## src/utn_pkg.sv

```systemverilog
// Shared types and constants of the UTF-8 text normalizer.
// No dependencies; imported by utn_front, utn_queue, utn_back and the top level.
`default_nettype none
package utn_pkg;

   // most output beats one input byte can produce
   localparam int MAX_RES = 5;
   localparam int COUNT_W = $clog2(MAX_RES + 1);
   localparam int QUEUE_DEPTH_DEF = 4;

   localparam int CP_W = 21;
   localparam logic [CP_W-1:0] CP_ASCII_MAX = 21'h00007F;
   localparam logic [CP_W-1:0] CP_NBSP      = 21'h0000A0;
   localparam logic [CP_W-1:0] CP_LSQUO     = 21'h002018;
   localparam logic [CP_W-1:0] CP_RSQUO     = 21'h002019;
   localparam logic [CP_W-1:0] CP_SBQUO     = 21'h00201A;
   localparam logic [CP_W-1:0] CP_LDQUO     = 21'h00201C;
   localparam logic [CP_W-1:0] CP_RDQUO     = 21'h00201D;
   localparam logic [CP_W-1:0] CP_ENDASH    = 21'h002013;
   localparam logic [CP_W-1:0] CP_EMDASH    = 21'h002014;
   localparam logic [CP_W-1:0] CP_FW_FIRST  = 21'h00FF01;
   localparam logic [CP_W-1:0] CP_FW_LAST   = 21'h00FF5E;
   localparam logic [7:0]      FW_OFFSET    = 8'h20;

   localparam logic [7:0] CH_SPACE  = 8'h20;
   localparam logic [7:0] CH_HYPHEN = 8'h2D;
   localparam logic [7:0] CH_APOS   = 8'h27;

   // one queue entry: all beats caused by one input byte
   typedef struct packed {
      logic [MAX_RES-1:0][7:0] bytes;   // beat order: index 0 first
      logic [COUNT_W-1:0]      count;   // 1..MAX_RES beats
      logic                    present; // 0 for a bare end marker
      logic                    last;    // last beat closes the string
   } entry_type;

endpackage
`default_nettype wire

```

## src/utn_front.sv

```systemverilog
// Front end: sequence gathering, code point decode and mapping.
// Produces one queue entry per input byte that yields beats or ends a string; uses utn_pkg.
`default_nettype none
module utn_front (
   input  wire logic               clock,
   input  wire logic               reset,
   input  wire logic               req_tvalid,
   output logic                    req_tready,
   input  wire logic [7:0]         req_tdata,   // [7:0] in_byte
   input  wire logic               req_tlast,   // in_final
   output logic                    push_valid,
   output utn_pkg::entry_type      push_data,
   input  wire logic               push_ready
);
   import utn_pkg::*;

   typedef enum logic [1:0] {
      KIND_NONE,
      KIND_SPACE,
      KIND_EMIT,
      KIND_QUOTE
   } kind_type;

   localparam int NUM_SLOTS = 9;

   function automatic logic [7:0] lower_ascii(input logic [7:0] c);
      lower_ascii = (c >= 8'h41 && c <= 8'h5A) ? c + 8'h20 : c;
   endfunction

   logic [23:0] seq_bytes_ff, seq_bytes_in;
   logic [2:0]  seq_expected_ff, seq_expected_in;
   logic [1:0]  seq_count_ff, seq_count_in;
   logic        last_space_ff, last_space_in;
   logic        space_pending_ff, space_pending_in;

   logic [23:0] seq_bytes_step;
   logic [2:0]  seq_expected_step;
   logic [1:0]  seq_count_step;

   logic            map_en;
   logic [CP_W-1:0] cp;
   logic [31:0]     raw;
   logic [2:0]      raw_len;

   kind_type        kind;
   logic [3:0][7:0] emit_bytes;
   logic [2:0]      emit_len;

   logic [7:0] b;
   logic       fin;
   logic       accept;

   assign b          = req_tdata;
   assign fin        = req_tlast;
   assign req_tready = push_ready;
   assign accept     = req_tvalid && push_ready;

   // sequence gathering
   always_comb begin
      logic cont, lead2, lead3, lead4, do_start;
      cont  = (b[7:6] == 2'b10);
      lead2 = (b[7:5] == 3'b110);
      lead3 = (b[7:4] == 4'b1110);
      lead4 = (b[7:3] == 5'b11110);
      do_start = (seq_expected_ff == 3'd0) || (seq_expected_ff == 3'd2 && !cont);

      map_en            = 1'b0;
      cp                = '0;
      raw               = '0;
      raw_len           = 3'd0;
      seq_bytes_step    = '0;
      seq_expected_step = 3'd0;
      seq_count_step    = 2'd0;

      if (do_start) begin
         if (lead2 || lead3 || lead4) begin
            seq_expected_step = lead2 ? 3'd2 : (lead3 ? 3'd3 : 3'd4);
            seq_bytes_step    = {16'h0000, b};
            seq_count_step    = 2'd1;
         end else begin
            map_en  = 1'b1;
            cp      = {13'h0000, b};
            raw     = {24'h000000, b};
            raw_len = 3'd1;
         end
      end else if (seq_expected_ff == 3'd2) begin
         map_en  = 1'b1;
         cp      = {10'h000, seq_bytes_ff[4:0], b[5:0]};
         raw     = {16'h0000, seq_bytes_ff[7:0], b};
         raw_len = 3'd2;
      end else if (({1'b0, seq_count_ff} + 3'd1) < seq_expected_ff) begin
         seq_expected_step = seq_expected_ff;
         seq_bytes_step    = {seq_bytes_ff[15:0], b};
         seq_count_step    = seq_count_ff + 2'd1;
      end else if (seq_expected_ff == 3'd3) begin
         map_en  = 1'b1;
         cp      = {5'h00, seq_bytes_ff[11:8], seq_bytes_ff[5:0], b[5:0]};
         raw     = {8'h00, seq_bytes_ff[15:0], b};
         raw_len = 3'd3;
      end else begin
         map_en  = 1'b1;
         cp      = {seq_bytes_ff[18:16], seq_bytes_ff[13:8], seq_bytes_ff[5:0], b[5:0]};
         raw     = {seq_bytes_ff, b};
         raw_len = 3'd4;
      end
   end

   // code point mapping
   always_comb begin
      logic [7:0] c;
      logic       digit, alpha;
      c     = cp[7:0];
      digit = (c >= 8'h30 && c <= 8'h39);
      alpha = (c >= 8'h41 && c <= 8'h5A) || (c >= 8'h61 && c <= 8'h7A);

      kind       = KIND_NONE;
      emit_bytes = '0;
      emit_len   = 3'd1;

      if (!map_en) begin
         kind = KIND_NONE;
      end else if (cp <= CP_ASCII_MAX) begin
         if (c == CH_SPACE || (c >= 8'h09 && c <= 8'h0D)) begin
            kind = KIND_SPACE;
         end else if (digit || alpha) begin
            kind          = KIND_EMIT;
            emit_bytes[0] = lower_ascii(c);
         end else if (c == CH_APOS) begin
            kind = KIND_QUOTE;
         end else if (c == CH_HYPHEN) begin
            kind          = KIND_EMIT;
            emit_bytes[0] = CH_HYPHEN;
         end
      end else if (cp == CP_NBSP) begin
         kind = KIND_SPACE;
      end else if (cp == CP_LSQUO || cp == CP_RSQUO || cp == CP_SBQUO ||
                   cp == CP_LDQUO || cp == CP_RDQUO) begin
         kind = KIND_QUOTE;
      end else if (cp == CP_ENDASH || cp == CP_EMDASH) begin
         kind          = KIND_EMIT;
         emit_bytes[0] = CH_HYPHEN;
      end else if (cp >= CP_FW_FIRST && cp <= CP_FW_LAST) begin
         kind          = KIND_EMIT;
         emit_bytes[0] = lower_ascii(c + FW_OFFSET);
      end else begin
         kind       = KIND_EMIT;
         emit_bytes = raw;
         emit_len   = raw_len;
      end
   end

   // beat list: pre-space, up to four mapped bytes, flush space, up to three flush bytes
   always_comb begin
      logic [NUM_SLOTS-1:0]      slot_en;
      logic [NUM_SLOTS-1:0][7:0] slot_val;
      logic [3:0]                pos;
      logic [2:0]                idx;
      logic                      pend_map;
      logic                      flag_map;
      logic                      flush;

      pend_map = space_pending_ff;
      flag_map = last_space_ff;
      unique case (kind)
         KIND_SPACE: begin
            if (!last_space_ff) pend_map = 1'b1;
            flag_map = 1'b1;
         end
         KIND_EMIT: begin
            pend_map = 1'b0;
            flag_map = 1'b0;
         end
         KIND_QUOTE: flag_map = 1'b0;
         default: ;
      endcase

      slot_en  = '0;
      slot_val = '0;
      slot_en[0]  = space_pending_ff &&
                    ((kind == KIND_SPACE && !last_space_ff) || kind == KIND_EMIT);
      slot_val[0] = CH_SPACE;
      for (int i = 0; i < 4; i++) begin
         idx             = emit_len - 3'd1 - 3'(i);
         slot_en[1+i]    = (kind == KIND_EMIT) && (3'(i) < emit_len);
         slot_val[1+i]   = emit_bytes[idx[1:0]];
      end

      // open three- or four-byte sequence at end of string goes out raw
      flush       = fin && (seq_expected_step >= 3'd3);
      slot_en[5]  = flush && pend_map;
      slot_val[5] = CH_SPACE;
      for (int i = 0; i < 3; i++) begin
         idx           = {1'b0, seq_count_step} - 3'd1 - 3'(i);
         slot_en[6+i]  = flush && (2'(i) < seq_count_step);
         slot_val[6+i] = seq_bytes_step[8*idx[1:0] +: 8];
      end

      push_data = '0;
      pos       = 4'd0;
      for (int i = 0; i < NUM_SLOTS; i++) begin
         if (slot_en[i] && pos < 4'(MAX_RES)) begin
            push_data.bytes[pos[2:0]] = slot_val[i];
            pos = pos + 4'd1;
         end
      end
      push_data.count   = COUNT_W'(pos);
      push_data.present = 1'b1;
      push_data.last    = fin;
      if (pos == 4'd0) begin
         push_data.count   = COUNT_W'(1);
         push_data.present = 1'b0;
      end
      push_valid = req_tvalid && (pos != 4'd0 || fin);

      if (fin) begin
         seq_bytes_in     = '0;
         seq_expected_in  = 3'd0;
         seq_count_in     = 2'd0;
         last_space_in    = 1'b0;
         space_pending_in = 1'b0;
      end else begin
         seq_bytes_in     = seq_bytes_step;
         seq_expected_in  = seq_expected_step;
         seq_count_in     = seq_count_step;
         last_space_in    = flag_map;
         space_pending_in = pend_map;
      end
   end

   always_ff @(posedge clock) begin
      if (reset) begin
         seq_bytes_ff     <= '0;
         seq_expected_ff  <= 3'd0;
         seq_count_ff     <= 2'd0;
         last_space_ff    <= 1'b0;
         space_pending_ff <= 1'b0;
      end else if (accept) begin
         seq_bytes_ff     <= seq_bytes_in;
         seq_expected_ff  <= seq_expected_in;
         seq_count_ff     <= seq_count_in;
         last_space_ff    <= last_space_in;
         space_pending_ff <= space_pending_in;
      end
   end

endmodule
`default_nettype wire

```

## src/utn_queue.sv

```systemverilog
// Short entry queue between front and back end.
// Register-based FIFO of utn_pkg::entry_type; DEPTH of 2 or more.
`default_nettype none
module utn_queue #(
   parameter int DEPTH = utn_pkg::QUEUE_DEPTH_DEF
) (
   input  wire logic               clock,
   input  wire logic               reset,
   input  wire logic               push_valid,
   output logic                    push_ready,
   input  wire utn_pkg::entry_type push_data,
   output logic                    pop_valid,
   input  wire logic               pop_ready,
   output utn_pkg::entry_type      pop_data
);
   import utn_pkg::*;

   localparam int PTR_W  = $clog2(DEPTH);
   localparam int FILL_W = $clog2(DEPTH + 1);

   entry_type          entries_ff [DEPTH];
   logic [PTR_W-1:0]   wr_ptr_ff, wr_ptr_in;
   logic [PTR_W-1:0]   rd_ptr_ff, rd_ptr_in;
   logic [FILL_W-1:0]  fill_ff, fill_in;
   logic               do_push, do_pop;

   assign push_ready = (fill_ff != FILL_W'(DEPTH));
   assign pop_valid  = (fill_ff != '0);
   assign pop_data   = entries_ff[rd_ptr_ff];
   assign do_push    = push_valid && push_ready;
   assign do_pop     = pop_valid && pop_ready;

   always_comb begin
      wr_ptr_in = wr_ptr_ff;
      rd_ptr_in = rd_ptr_ff;
      if (do_push)
         wr_ptr_in = (wr_ptr_ff == PTR_W'(DEPTH - 1)) ? '0 : wr_ptr_ff + PTR_W'(1);
      if (do_pop)
         rd_ptr_in = (rd_ptr_ff == PTR_W'(DEPTH - 1)) ? '0 : rd_ptr_ff + PTR_W'(1);
      fill_in = fill_ff + FILL_W'(do_push) - FILL_W'(do_pop);
   end

   always_ff @(posedge clock) begin
      if (reset) begin
         wr_ptr_ff <= '0;
         rd_ptr_ff <= '0;
         fill_ff   <= '0;
      end else begin
         wr_ptr_ff <= wr_ptr_in;
         rd_ptr_ff <= rd_ptr_in;
         fill_ff   <= fill_in;
      end
   end

   always_ff @(posedge clock) begin
      if (do_push) entries_ff[wr_ptr_ff] <= push_data;
   end

endmodule
`default_nettype wire

```

## src/utn_back.sv

```systemverilog
// Back end: walks the beats of the head queue entry onto the result stream.
// Uses utn_pkg::entry_type.
`default_nettype none
module utn_back (
   input  wire logic               clock,
   input  wire logic               reset,
   input  wire logic               pop_valid,
   output logic                    pop_ready,
   input  wire utn_pkg::entry_type pop_data,
   output logic                    rsp_tvalid,
   input  wire logic               rsp_tready,
   output logic [7:0]              rsp_tdata,   // [7:0] out_char
   output logic                    rsp_tuser,   // out_present
   output logic                    rsp_tlast    // out_end
);
   import utn_pkg::*;

   logic [COUNT_W-1:0] idx_ff, idx_in;
   logic               final_beat;
   logic               beat_done;

   assign final_beat = (idx_ff == pop_data.count - COUNT_W'(1));
   assign beat_done  = rsp_tvalid && rsp_tready;

   assign rsp_tvalid = pop_valid;
   assign rsp_tdata  = pop_data.bytes[idx_ff];
   assign rsp_tuser  = pop_data.present;
   assign rsp_tlast  = pop_data.last && final_beat;
   assign pop_ready  = rsp_tready && final_beat;

   always_comb begin
      idx_in = idx_ff;
      if (beat_done) idx_in = final_beat ? '0 : idx_ff + COUNT_W'(1);
   end

   always_ff @(posedge clock) begin
      if (reset) begin
         idx_ff <= '0;
      end else begin
         idx_ff <= idx_in;
      end
   end

endmodule
`default_nettype wire

```

## src/utf8_text_normalizer.sv

```systemverilog
// Top level of the UTF-8 text normalizer: front end, entry queue, back end.
// Depends on utn_pkg, utn_front, utn_queue and utn_back.
//
// Usage: string bytes enter on the req_ stream, one byte per beat, req_tlast on
// the last byte of a string. Normalized bytes leave on the rsp_ stream;
// rsp_tuser is 1 when the beat carries a byte and 0 on a bare end marker,
// rsp_tlast marks the last beat of the string.
// An input byte is decoded and mapped in the cycle it is taken; its beats (one
// to five, or a bare end marker on the last byte) are queued as one entry in
// the registered queue and leave it one beat per cycle while rsp_tready is high.
// Throughput is one input byte per cycle while each byte yields at most one
// beat and rsp_tready is high; a byte yielding several beats holds the output
// until all of them have gone, and the QUEUE_DEPTH-entry queue absorbs such
// bursts. req_tready drops only when the queue is full.
// Reset clears the open sequence, the space state and the queue; no clearing
// pass is needed. While the receiver stalls, the head beat holds and input
// keeps flowing until the queue fills.
`default_nettype none
module utf8_text_normalizer #(
   parameter int QUEUE_DEPTH = utn_pkg::QUEUE_DEPTH_DEF
) (
   input  wire logic       clock,
   input  wire logic       reset,
   input  wire logic       req_tvalid,
   output logic            req_tready,
   input  wire logic [7:0] req_tdata,   // [7:0] in_byte
   input  wire logic       req_tlast,   // in_final
   output logic            rsp_tvalid,
   input  wire logic       rsp_tready,
   output logic [7:0]      rsp_tdata,   // [7:0] out_char
   output logic            rsp_tuser,   // out_present
   output logic            rsp_tlast    // out_end
);
   import utn_pkg::*;

   logic      push_valid, push_ready;
   entry_type push_data;
   logic      pop_valid, pop_ready;
   entry_type pop_data;

   utn_front u_front (
      .clock      (clock),
      .reset      (reset),
      .req_tvalid (req_tvalid),
      .req_tready (req_tready),
      .req_tdata  (req_tdata),
      .req_tlast  (req_tlast),
      .push_valid (push_valid),
      .push_data  (push_data),
      .push_ready (push_ready)
   );

   utn_queue #(.DEPTH(QUEUE_DEPTH)) u_queue (
      .clock      (clock),
      .reset      (reset),
      .push_valid (push_valid),
      .push_ready (push_ready),
      .push_data  (push_data),
      .pop_valid  (pop_valid),
      .pop_ready  (pop_ready),
      .pop_data   (pop_data)
   );

   utn_back u_back (
      .clock      (clock),
      .reset      (reset),
      .pop_valid  (pop_valid),
      .pop_ready  (pop_ready),
      .pop_data   (pop_data),
      .rsp_tvalid (rsp_tvalid),
      .rsp_tready (rsp_tready),
      .rsp_tdata  (rsp_tdata),
      .rsp_tuser  (rsp_tuser),
      .rsp_tlast  (rsp_tlast)
   );

   // a bare marker is always the closing beat and carries a zero byte
   a_marker_closes: assert property (@(posedge clock) disable iff (reset)
      (rsp_tvalid && !rsp_tuser) |-> (rsp_tlast && rsp_tdata == 8'h00))
      else $error("bare end marker without tlast or with nonzero data");

   // input backpressure only when queued beats are waiting
   a_stall_has_output: assert property (@(posedge clock) disable iff (reset)
      !req_tready |-> rsp_tvalid)
      else $error("input stalled with nothing to deliver");

   a_reset_empty: assert property (@(posedge clock)
      reset |=> (!rsp_tvalid && req_tready))
      else $error("block not empty after reset");

endmodule
`default_nettype wire
```

## config.mk

```make
export PLATFORM = sky130hd
export DESIGN_NAME = utf8_text_normalizer
export DESIGN_NICKNAME = d
export VERILOG_FILES = /design/src/utn_pkg.sv /design/src/utn_front.sv /design/src/utn_queue.sv /design/src/utn_back.sv /design/src/utf8_text_normalizer.sv
export SDC_FILE = /design/constraint.sdc
export NUM_CORES = 1
export LEC_CHECK = 0
export BUFFER_PORTS_ARGS = -buffer_cell sky130_fd_sc_hd__buf_2
export CORE_ASPECT_RATIO = 1.5
export CORE_MARGIN = 1
export CORE_UTILIZATION = 45
export DETAILED_ROUTE_END_ITERATION = 6
export GPL_ROUTABILITY_DRIVEN = 0
export SYNTH_ARGS = -nofsm -noshare
export SYNTH_HDL_FRONTEND = slang
export SYNTH_SLANG_ARGS = --single-unit
```

## constraint.sdc

```tcl
create_clock -name clock -period 15.9 [get_ports clock]
set_clock_uncertainty 0.1 [all_clocks]
set_input_delay 0.795 -clock clock [delete_from_list [all_inputs] [get_ports clock]]
set_output_delay 0.795 -clock clock [all_outputs]
set_load 0.005 [all_outputs]
```

* After elaboration in Yosys (flattened, before gate mapping)
Memories as Yosys holds them, arrays and structs flattened. A register that Yosys moved wholly into a read port is not among the register bits. Cells that the tools add are included.
Operators by class: $lt $le $gt $ge 51, mux-type cells 129, shift-type cells 3, $add $sub $neg 25, bitwise logic cells 3, eq/ne operators 24, reduce and logical (&&, ||, !) cells 63
Operator list (number):
- $mux 40 | 8
- $bwmux 40 | 7
- $mux 32 | 7
- $demux 8 s3 | 8
- $mux 8 | 24
- $mux 24 | 7
- $eq 21x14->1 const B | 7
- $mux 21 | 4
- $shiftx 24x6->8 | 3
- $bmux 8 s2 | 4
- $mux 3 | 18
- $logic_and 1x1->1 | 41
- $mux 4 | 9
- $and 35x35->35 | 1
- $not 35->35 | 1
- $lt 3x4->1 const B | 8
- $mux 2 | 15
- $add 4x1->4 const B | 7
- $lt 4x3->1 const B | 7
- $bmux 8 s3 | 1
- $eq 8x6->1 const B | 3
- $ge 8x7->1 const B | 3
- $le 8x7->1 const B | 3
- $eq 21x8->1 const B | 1
- 48 further kinds | 101
Word-level totals: memory bits (writable) 180, memories 1, bits of input ports 13, bits in registers 41
Memory list:
- u_queue.entries_ff | depth 4, width 45, read ports 1, clocked after Yosys merged registers in 1, wr ports 1, line utn_queue.sv:21 | entry_type entries_ff [DEPTH];

* Logic depth before layout (Yosys ltp)
depth after elaboration 49, mapped depth 52, depth with buffers taken out 48

* Hierarchy
From an unflattened synthesis, not the netlist that was laid out.
Second synthesis, totals: cells, all modules 1316, area, all modules 14066.0 µm²
By module, submodules not included:
- utn_queue | sequential area each 5585.4 µm², area each 6977.9 µm², instances 1, cells each 284
- utn_front | sequential area each 620.6 µm², area each 6471.2 µm², instances 1, cells each 964
- utn_back | sequential area each 60.1 µm², area each 616.8 µm², instances 1, cells each 68

* Worst setup path after synthesis
OpenSTA, ideal clock, no wires.
path kind flip-flop to flip-flop, start register u_front.seq_count_ff[0], end memory u_queue.entries_ff[3][0] in the netlist's numbering (enable), cell stages (with the launch flop) 43, slack 4651 ps, arrival 10742 ps, cells stage by stage dfxtp_1 ha_1 ha_1 a21oi_1 o211ai_2 and2_1 clkbuf_1 ha_1 nand4_1 nor3_1 a311oi_1 o311ai_0 o31ai_1 ha_1 clkbuf_1 inv_1 or4_4 buf_6 [... 7 more ...] o21a_1 and2_0 mux2i_1 inv_1 ha_1 a32o_1 a31oi_1 ha_1 o21a_1 xnor3_1 clkinv_1 buf_4 ha_1 or3b_1 mux2i_4 o311a_2 a31oi_4 and2_1
Between the ends: longest elaborated chain between the ends 49
RTL lines:
- from (decl) | line utn_front.sv:32 | logic [1:0] seq_count_ff, seq_count_in;
- from (signal assigned) | line utn_front.sv:240 | seq_count_ff <= seq_count_in;
- parallel branches: the longest is 42 deep, another holds $ge 8x7->1
- $mux 4 (*) | line utn_front.sv:201 | if (slot_en[i] && pos < 4'(MAX_RES)) begin
- $reduce_bool 4->1 (*) | line utn_front.sv:213 | push_valid = req_tvalid && (pos != 4'd0 || fin);
- $logic_or 1x1->1 (*) | line utn_front.sv:213
- $logic_and 1x1->1 (*) | line utn_front.sv:213
- $logic_and 1x1->1 (*) | line utn_queue.sv:30 | assign do_push = push_valid && push_ready;
- via u_queue.do_push | line utn_queue.sv:25 | logic do_push, do_pop;
- $mux 1 (*) | line utn_queue.sv:56 | if (do_push) entries_ff[wr_ptr_ff] <= push_data;
- $mux 1 (implied by the code) (*) | line utn_queue.sv:56
- to (decl) | line utn_queue.sv:21
Mark *: on every way through the listed nets, which the timed path passes.

* Worst setup path in the final report
start register u_front.seq_count_ff[0], end memory u_queue.entries_ff[3][25] in the netlist's numbering (enable)
Same word-level chain as after synthesis.

==> flow_metrics.tcl <==
set metrics [dict create \
    syn_nets 1366 \
    cts.sinks 223 \
    worstSkewPairLatency_ns 0.51 \
    cp-end-kind "register" \
    grt_pass1_wl_um 64100 \
    final_nets 1344 \
    die_h_um 217 \
    finalCoreUtilization_pct 49.3 \
    via_count 11100 \
    fill_cells 2745 \
    slowest_delay_ns 0.72 \
    r2r_start "u_front.seq_count_ff[0]" \
    synth_xor_area_share_pct 0.922 \
    status "complete, no violations" \
    synth_edf_count 180 \
    ys_seq_elements 223 \
    synthToLayoutAreaGrowth_pct 7.84 \
    diodes 0 \
    boundaryPins 25 \
    ys_seq_area_share_pct 45.3 \
    maxCapViolCount 0 \
    synthAdderAreaFrac_pct 3.04 \
    drtIter0Drc 899 \
    cts_setup_buffers 0 \
    tightest_slew_ns 1.15 \
    grt.total_usage_pct 26.5 \
    slew_viol_final 0 \
    cts_inserted_buffers 21 \
    setup_viol 0 \
    yosys_warnings 0 \
    synth_compound_area_share_pct 17.6 \
    drtPass1Iterations 6 \
    dp_hpwl_um 30200 \
    relSlewSlack_pct 22.7 \
    timing.critical_path.mode_cell "ha_1" \
    crit_arrival_ns 12.57 \
    rows 78 \
    post-route-period-util_pct 78.9 \
    synthMuxAreaShare_pct 13.4 \
    synth_ff_type "edfxtp_1" \
    slowest_stage "o211ai_2" \
    yosys.area_share.simple_pct 15.9 \
    final.min_clock_period_ns 12.54 \
    rsz0062_at_grt "false" \
    drt_wl_total_um 41200 \
    cp_max_fo 45 \
    cts_tree "yes" \
    dieArea_um2 31500 \
    grt_max_degree 46 \
    start_util_pct 45.7 \
    async_reset_ff_share_pct 0 \
    start_kind "register" \
    tns_ns 0 \
    ant_nets 0 \
    io_buffers 24 \
    ys_types 101 \
    htree_levels 1 \
    cts_resized 0 \
    hold_viol_final 0 \
    worstHoldStart "u_queue.wr_ptr_ff[1]" \
    hold_class "reg2reg" \
    die_w_um 145 \
    syn_area_per_cell_um2 10.5 \
    drive_gt1_share_pct 14.0 \
    via_per_inst 6.46 \
    worstPathRequired_ns 15.93 \
    clockRootBuffer "clkbuf_16" \
    fmax_ghz 0.0798 \
    power_leakage_nw 5.09 \
    routedWlPerCell_um 24.1 \
    antenna_found_initial 0 \
    syn_inst 1320 \
    synth_top_family_by_area "compound AO/OA/AOI/OAI gates" \
    crit_start "u_front.seq_count_ff[0]" \
    grt_pass1_vias 11100 \
    netlist_area_um2 13800 \
    powerDensity_nw_per_um2 99.4 \
    ir_drop_mv 0.107 \
    grt-ovfl-total 0 \
    critPathKind "reg2reg" \
    clockBufferDepth 3 \
    core-area_um2 30300 \
    hold_buffers 0 \
    drcViolationCount 0 \
    clk_pin_slew_ns 0.06 \
]
through the flow:
stage | setup WS [ns] | hold slack, ns | power [mW] | std cells | cell area, um2
5_1_grt | 2.59 | 0.447 | 1.55 | 1711 | 14900
6_report | 3.36 | 0.413 | 1.48 | 1711 | 14900
3_5_place_dp | 3.62 | 0.410 | 0.998 | 1675 | 14200
2_1_floorplan | 4.65 | 0.374 | 0.912 | 1320 | 13800
3_3_place_gp | 3.97 | 0.394 | 0.993 | 1675 | 14200
4_1_cts | 3.57 | 0.418 | 1.50 | 1711 | 14900
Yosys cell counts, types with 11 or more instances:
library cell | number | area, um2
nand3_1 | 43 | 215
nor3_1 | 26 | 130
nor4_1 | 11 | 68.8
or3_1 | 11 | 68.8
a22oi_1 | 35 | 263
mux2_2 | 11 | 124
and3_1 | 19 | 119
nand2_1 | 138 | 518
and2_1 | 14 | 87.6
ha_1 | 32 | 400
inv_1 | 37 | 139
dfxtp_1 | 43 | 861
o21ai_0 | 60 | 300
a221oi_1 | 24 | 210
clkbuf_1 | 64 | 240
edfxtp_1 | 180 | 5410
mux4_2 | 45 | 1010
nor2_1 | 125 | 469
buf_1 | 11 | 41.3
a21oi_1 | 76 | 380
a31oi_1 | 14 | 87.6
mux2i_1 | 64 | 641
worst max-delay path: cells and delay by family (launching register included):
kind / cells / cell delay (ns)
xor gates and xnor gates: 1 / 0.36
buffers and inverters: 5 / 1.10
muxes: 2 / 0.52
adders and majority gates: 9 / 2.89
and+or+nand+nor: 9 / 2.89
DFF: 1 / 0.35
AOI/OAI and AO/OA: 11 / 3.91
cells in the final DEF (no fill, tap or decap), types with 9 or more instances in the layout:
cell type | netlist | layout
a221oi_1 | 24 | 24
clkbuf_16 | 0 | 21
nor2b_1 | 10 | 10
nand4_1 | 10 | 10
mux2_2 | 11 | 11
nand3_1 | 43 | 43
a222oi_1 | 10 | 10
mux4_2 | 45 | 45
mux2i_1 | 64 | 64
and2_1 | 14 | 10
nor3_1 | 26 | 25
dfxtp_1 | 43 | 41
buf_4 | 5 | 19
nand2_1 | 138 | 138
a21oi_1 | 76 | 76
a31oi_1 | 14 | 14
a22oi_1 | 35 | 35
ha_1 | 32 | 32
nor4_1 | 11 | 11
and3_1 | 19 | 19
or3_1 | 11 | 11
buf_2 | 6 | 24
o21ai_0 | 60 | 60
o21a_1 | 10 | 10
edfxtp_1 | 180 | 180
inv_1 | 37 | 37
o221ai_1 | 9 | 9
nor2_1 | 125 | 125
where the power goes:
| part | leakage (nW) | switching, mW | internal, mW | total (mW) |
|---|---|---|---|---|
| Sequential | 2.14 | 0.0263 | 0.671 | 0.697 |
| Combinational | 2.62 | 0.168 | 0.118 | 0.285 |
| Clock | 0.328 | 0.209 | 0.291 | 0.501 |
per-layer routing:
metal / GRT usage [%] / vias to the layer above / wire (um)
met5: 0 / - / 0
met4: 19.9 / 0 / 3200
met3: 2.94 / 180 / 2090
met2: 47.1 / 507 / 20600
met1: 29.0 / 5319 / 15300
li1: - / 5047 / -
cell type report:
cell class              count  area (um2)  share of cell area, %
multi-input cells         969        7060                   47.3
flip-flops and latches    223        6270                   42.0
clock buffers              24         537                   3.60
inverters                  40         150                   1.01
well taps                 400         500                   3.35
repair buffers             43         263                   1.76
clock inverters            12         141                  0.947
registers in the layout, indices dropped and copies added (netlist names), named ones only:
register,flops
u_back.idx_ff,3
u_front.seq_expected_ff,3
u_front.seq_count_ff,2
u_front.space_pending_ff,1
u_queue.wr_ptr_ff,2
u_queue.entries_ff,180
u_front.seq_bytes_ff,24
u_queue.rd_ptr_ff,2
u_queue.fill_ff,3
u_front.last_space_ff,1
cell families after synthesis:
logic type / Yosys count
xor gates and xnor gates: 13
muxes: 125
and+or+nand+nor: 457
buffers and inverters: 128
adders and majority gates: 33
DFF: 223
AOI/OAI and AO/OA: 341
final timing paths:
path,end,slack [ns],cells past startpoint
max,u_queue.entries_ff[3][25],3.36,37
min,u_queue.wr_ptr_ff[1],0.41,2
max reg2reg,u_queue.entries_ff[3][25],3.36,37
min reg2reg,u_queue.wr_ptr_ff[1],0.41,2
No activity file was read; power rests on OpenSTA's default activity.
